$ cat src/dctd_div.sv
module dctd_div #(
	parameter int NUM_W = 31,
	parameter int DEN_W = 16
) (
	input  logic             clk,
	input  logic             arst_n,
	input  logic             start,
	input  logic [NUM_W-1:0] dividend,
	input  logic [DEN_W-1:0] divisor,
	output logic             done,
	output logic [NUM_W-1:0] quotient,
	output logic [DEN_W-1:0] remainder
);

	localparam int CNT_W = $clog2(NUM_W + 1);

	logic [NUM_W-1:0] num_q;
	logic [DEN_W-1:0] den_q;
	logic [DEN_W-1:0] rem_q;
	logic [CNT_W-1:0] cnt_q;
	logic             busy_q;
	logic             done_q;
	logic [DEN_W:0]   trial;
	logic [DEN_W:0]   diff;
	logic             ge;

	assign trial = {rem_q, num_q[NUM_W-1]};
	assign ge    = trial >= {1'b0, den_q};
	assign diff  = trial - {1'b0, den_q};

	always_ff @(posedge clk or negedge arst_n) begin
		if (!arst_n) begin
			busy_q <= 1'b0;
			cnt_q  <= '0;
			done_q <= 1'b0;
		end else begin
			done_q <= busy_q && (cnt_q == CNT_W'(1)) && !start;
			if (start) begin
				busy_q <= 1'b1;
				cnt_q  <= CNT_W'(NUM_W);
			end else if (busy_q) begin
				cnt_q <= cnt_q - CNT_W'(1);
				if (cnt_q == CNT_W'(1)) begin
					busy_q <= 1'b0;
				end
			end
		end
	end

	always_ff @(posedge clk) begin
		if (start) begin
			num_q <= dividend;
			den_q <= divisor;
			rem_q <= '0;
		end else if (busy_q) begin
			rem_q <= ge ? diff[DEN_W-1:0] : trial[DEN_W-1:0];
			num_q <= {num_q[NUM_W-2:0], ge};
		end
	end

	assign done      = done_q;
	assign quotient  = num_q;
	assign remainder = rem_q;

	a_start_idle: assert property (@(posedge clk) disable iff (!arst_n)
		start |-> !busy_q)
		else $error("divider restarted while busy");

	a_done_after_busy: assert property (@(posedge clk) disable iff (!arst_n)
		done_q |-> $past(busy_q))
		else $error("divider done without a running division");

	a_count_range: assert property (@(posedge clk) disable iff (!arst_n)
		busy_q |-> (cnt_q != '0) && (cnt_q <= CNT_W'(NUM_W)))
		else $error("divider step count out of range");

endmodule

$ cat config.mk
export PLATFORM = sky130hd
export DESIGN_NAME = dctd_div
export DESIGN_NICKNAME = d
export VERILOG_FILES = /design/src/dctd_div.sv
export SDC_FILE = /design/constraint.sdc
export NUM_CORES = 1
export LEC_CHECK = 0
export ABC_AREA = 1
export BUFFER_PORTS_ARGS = -buffer_cell sky130_fd_sc_hd__clkbuf_2
export CORE_MARGIN = 1
export CORE_UTILIZATION = 54
export CTS_CLUSTER_DIAMETER = 40
export DETAILED_ROUTE_END_ITERATION = 10
export PLACE_DENSITY = 0.81
export SYNTH_ARGS = -nofsm -noshare
export SYNTH_HDL_FRONTEND = slang
export SYNTH_SLANG_ARGS = --single-unit
$ cat constraint.sdc
create_clock -name clk -period 2.55 [get_ports clk]
set_clock_uncertainty 0.15 [all_clocks]
set_input_delay 0.255 -clock clk [delete_from_list [all_inputs] [get_ports clk]]
set_output_delay 0.255 -clock clk [all_outputs]
set_load 0.02 [all_outputs]
==> results of run 1 <==
-- cells in the final DEF (no fill, tap or decap), types with 7 or more instances in the layout --
master,n
nand2_1,228
clkbuf_2,97
inv_1,79
edfxtp_1,47
nand3_1,40
ha_1,18
nor2_1,17
dlygate4sd3_1,17
dfxtp_1,16
a21oi_1,11
clkbuf_8,9
dfrtp_1,7
-- sequential cells by signal, summed over array words and instances, names as in the netlist --
register / flops
done: 1
cnt_q: 5
busy_q: 1
den_q: 16
remainder: 16
quotient: 31
-- repair_timing --
| action | CTS | global route |
|---|---|---|
| gates resized for setup | 0 | 0 |
| hold buffers | 17 | 0 |
| endpoints found under the hold margin | 23 | 0 |
-- per-layer routing --
metal,vias to the layer above,GRT usage (%),share of wire (%)
met3,17,5.317,6.5
met1,1695,34.78,44
li1,1864,-,-
met5,-,0,0
met4,0,11.73,1.6
met2,149,45.66,48
-- cell type report --
| type | instances | area (sq um) |
|---|---|---|
| Clock buffer | 9 | 123.9 |
| Timing Repair Buffer | 119 | 693.2 |
| Fill cell | 639 | 2222 |
| Sequential cell | 70 | 1907 |
| Multi-Input combinational cell | 356 | 1737 |
| Tap cell | 99 | 123.9 |
| Inverter | 83 | 311.5 |
| Clock inverter | 7 | 96.34 |
-- power breakdown --
| part | switching [mW] | internal [mW] | total, mW |
|---|---|---|---|
| sequential | 0.143 | 1.39 | 1.54 |
| clock | 0.448 | 0.554 | 1.00 |
| combinational | 1.22 | 0.681 | 1.90 |
-- critical path, stage by stage (launching register included) --
cell     delay [ps]
dfxtp_1         360
ha_1            390
nand2_1         110
inv_1            70
nand2_1         110
nor2_2           60
nand3_2          60
nand2_2          60
nor2_4          260
buf_4           260
nand3_1         110
nand3_1         100
nand2_1          60
-- how the worst max path moves through the flow --
stage | start | to | slack, ps | cells after the start
4_1_cts | remainder[3] | remainder[9] | 320 | 12
2_1_floorplan | remainder[10] | quotient[0] | 510 | 9
5_1_grt | den_q[7] | remainder[10] | 130 | 11
3_3_place_gp | remainder[13] | remainder[12] | 380 | 9
6_report | remainder[3] | remainder[12] | 290 | 12
3_5_place_dp | den_q[4] | remainder[12] | 340 | 13
-- kinds of logic after synthesis --
logic type      Yosys count
fa+ha+maj                19
flops                    70
buf+inv                  96
compound gates           19
simple gates            312
xor+xnor                  6
==> metrics.cfg, run 1 <==
[clock_network]
cts_sinks=70
cts_htree_levels=3
cts_buffers=9
cts_setup_buffers=0
clk_latency_ps=350
cts.clk_slew.worst_paths_ps=80
cts_tree=done
root_buffer=clkbuf_8
clock_path_buffers=2

[place]
preCtsSetupSlack_ps=339.6
place_inst=710
gp_congestion=0.9043
dp_hpwl_mm=6.830
placed_area_sq_um=4602
io_buffers=97

[yosys]
synthSimpleGateAreaFrac_pct=33.23
yosysMostFrequentCell=nand2_1
synthArstFlopShare_pct=10.00
syn_inst=522
yosys_warnings=0
synth_edf_count=47
synth_top_area_share_pct=35.13
yosysTopAreaCell=edfxtp_1
synthTopCellsByCount=228 x nand2_1, 79 x inv_1, 47 x edfxtp_1, 40 x nand3_1, 18 x ha_1
synth_top_family_by_area=simple AND/OR/NAND/NOR gates
synth-adder-area-share_pct=6.104
synthFlopType=edfxtp_1
synth_xor_area_share_pct=1.308
ys_seq_area_share_pct=47.46
synthTopCellsByArea=edfxtp_1 35%, nand2_1 21%, dfxtp_1 8.0%
syn-num-nets=591
ys_seq_elements=70
syn_area_per_cell_sq_um=7.697
muxShareOfSynthArea_pct=0
ys_types=32
synth_area_sq_um=4018
synth_compound_area_share_pct=2.585

[hold_path]
worstHoldPathType=input port to register
holdPathEnd=quotient[21]
holdPathStages=3
hp-start=dividend[21]

[setup_path]
arrival_ps=2360
critPathCaptureType=register
r2r_cells=12
r2r_setup_slack_ps=290
cp_max_fo=10
timing.rr.start=remainder[3]
crit_required_ps=2650
worst-setup-path-type=register to register
start_kind=register
rr_endpoint=remainder[12]

[floorplanning]
num_rows=31
fp.dieH_um=88.26
die-area_sq_um=7789
ios=98
fp.dieW_um=88.26
coreArea_sq_um=7214
start_util_pct=55.69

[timing]
holdWs_ps=18.49
min_period_over_period_pct=88.70
post-route-min-period_ps=2262
timing.fmax_ghz=0.4421
tightestPinTransition_ps=831.8
relSlewSlack_pct=44.49
hold_viol=0
rsz0062_at_grt=no
setup_viol=0
drv_slew=0
setup_slack_ps=288.2
tns_ps=0

[drt]
post_drt_wl_per_cell_um=13.10
drcViolationCount=0
ant_nets=0
drt_first_pass_iters=5
vias_per_cell=5.013
wirelength_mm=9.736
dr.first_iter.drc_count=216
vias=3725

[global_routing]
grt_pass1_vias=3569
grt.total_usage_pct=27.35
antenna_found_initial=0
grt_pass1_wl_mm=16.13
grt_max_degree=36
grt-ovfl-total=0

[outcome]
status=complete, no violations

[cells_and_area]
nets=708
num_antenna_cells=0
instances_no_fill=743
fin_area_sq_um=4992
area_growth_pct=24.26
drive_gt1_share_pct=21.27
finalCoreUtilization_pct=69.20

[run]
drv_cap=0

[power_and_ir_drop]
vdd_ir_drop_max_v=0.0004857
p_leak_nw=2.769
power_density_nw_per_um2=888.3
design_power_total_mw=4.435

Note: power is estimated with default switching activity, not from simulation.
==> run 2, diff against run 1 <==
Settings changed: CORE_ASPECT_RATIO from default to 0.5.
==> run 2 against run 1 <==
  * Flip-flop and latch count unchanged
  * Die area grew 0.27%
  * Combinational power is essentially flat
  * Final cell count fell by 0.81%
  * Count of clock-buffer cells in the layout stayed put
  * Register-to-register slack is essentially flat
  * Via count is 0.83% higher
  * Worst setup slack worse by 1.2 ps
  * Cell area rose by 2.0%
  * Utilization is 4.2 points higher
  * Non-clock buffer count is 1 higher
  * Sequential share of layout area down 0.75 points
  * Highest routed layer unchanged
==> metrics.cfg, run 2 (same netlist as run 1, synthesis figures left out) <==
[setup_path]
worst-setup-path-type=register to register
critPathCaptureType=register
crit_start=remainder[13]
timing.rr.start=remainder[13]
cp_max_fo=9
crit_required_ps=2630
start_kind=register
arrival_ps=2340

[cells_and_area]
largest_register_ffs=31
area_growth_pct=26.75
mostFrequentLayoutCell=nand2_1
drive_gt1_share_pct=21.40
num_antenna_cells=0
regArea_sq_um=1907
nets=709
multi_input_area_sq_um=1737
fillerInstances=543
instances_no_fill=737
final_cell_mix=228 x nand2_1, 97 x clkbuf_2, 79 x inv_1

[drt]
vias_per_cell=5.096
ant_nets=0
vias=3756
dr.first_iter.drc_count=349
drcViolationCount=0
drt_first_pass_iters=5
wirelength_mm=10.08
post_drt_wl_per_cell_um=13.68

[floorplanning]
fp.dieH_um=62.99
coreArea_sq_um=6937
fp.dieW_um=124.0
start_util_pct=57.92
die-area_sq_um=7810
ios=98
num_rows=21

[global_routing]
grt.total_usage_pct=28.28
grt_pass1_vias=3576
grt_max_degree=32
grt-ovfl-total=0
antenna_found_initial=0
grt_pass1_wl_mm=16.57

[clock_network]
post_cts_resized=0
cts.clk_slew.worst_paths_ps=60
holdBufCountCts=17
cts_sinks=70
clock_path_buffers=2
cts_tree=done
cts_setup_buffers=0
cts_buffers=9
root_buffer=clkbuf_16
clk_latency_ps=340
cts_htree_levels=3

[timing]
tns_ps=0
rsz0062_at_grt=no
setup_viol=0
tightestPinTransition_ps=824.3
relSlewSlack_pct=44.99
holdWs_ps=34.90
min_period_over_period_pct=88.74
timing.fmax_ghz=0.4419
hold_viol=0
post-route-min-period_ps=2263
drv_slew=0

[outcome]
status=complete, no violations

[power_and_ir_drop]
power_density_nw_per_um2=949.8
design_power_total_mw=4.837
vdd_ir_drop_max_v=0.0003958
p_leak_nw=2.820

[hold_path]
hp-start=dividend[16]
worstHoldPathType=input port to register

[place]
dp_hpwl_mm=6.667
gp_congestion=0.9391
place_inst=704
io_buffers=97

[run]
drv_cap=0

[run 2: area by class of cell]
cell class,count,share of cell area (%)
multi-input combinational,356,34.10
clock inverter,7,1.892
sequential,70,37.44
tap,92,2.260
timing repair buffer,120,13.76
clock buffer,9,4.423
inverter,83,6.118
[run 2: worst paths after layout]
check | cells past startpoint | end | slack, ps
max | 9 | remainder[7] | 290
min | 3 | quotient[16] | 30
max reg2reg | 9 | remainder[7] | 290
min reg2reg | 1 | cnt_q[4] | 340
max in group asynchronous | 2 | cnt_q[2] | 1940
min in group asynchronous | 2 | busy_q | 150
[run 2: per-stage QoR]
step           area (sq um)  setup WS (ps)  utilization, %
5_1_grt                5092          180.4           73.41
3_3_place_gp           4601          371.2           66.32
4_1_cts                5092          338.0           73.41
2_1_floorplan          4018          506.8               -
6_report               5092          287.0           73.41
3_5_place_dp           4601          358.8           66.32
[run 2: where the power goes]
group          total, mW  internal (mW)  leakage (nW)  switching (mW)
combinational       1.93          0.695          1.96            1.23
clock               1.37          0.861         0.160           0.506
sequential          1.54           1.40         0.700           0.148
[run 2: worst max-delay path, cell delays in order, from the launching register on]
cell and delay [ps]:
dfxtp_1 340, ha_1 380, a21oi_1 270, o21a_1 170, nand2_2 70, nor2_4 280, buf_4 210, nand3_1 80
nand3_1 130, nand2_1 60
[run 2: layer usage]
metal  up-vias  global-route usage, %  part of all wire (%)
met5         -                      0                     0
met4         0                  9.226                   2.3
met3        24                  9.854                   8.5
met2       166                  44.86                    47
met1      1698                  36.06                    43
li1       1868                      -                     -
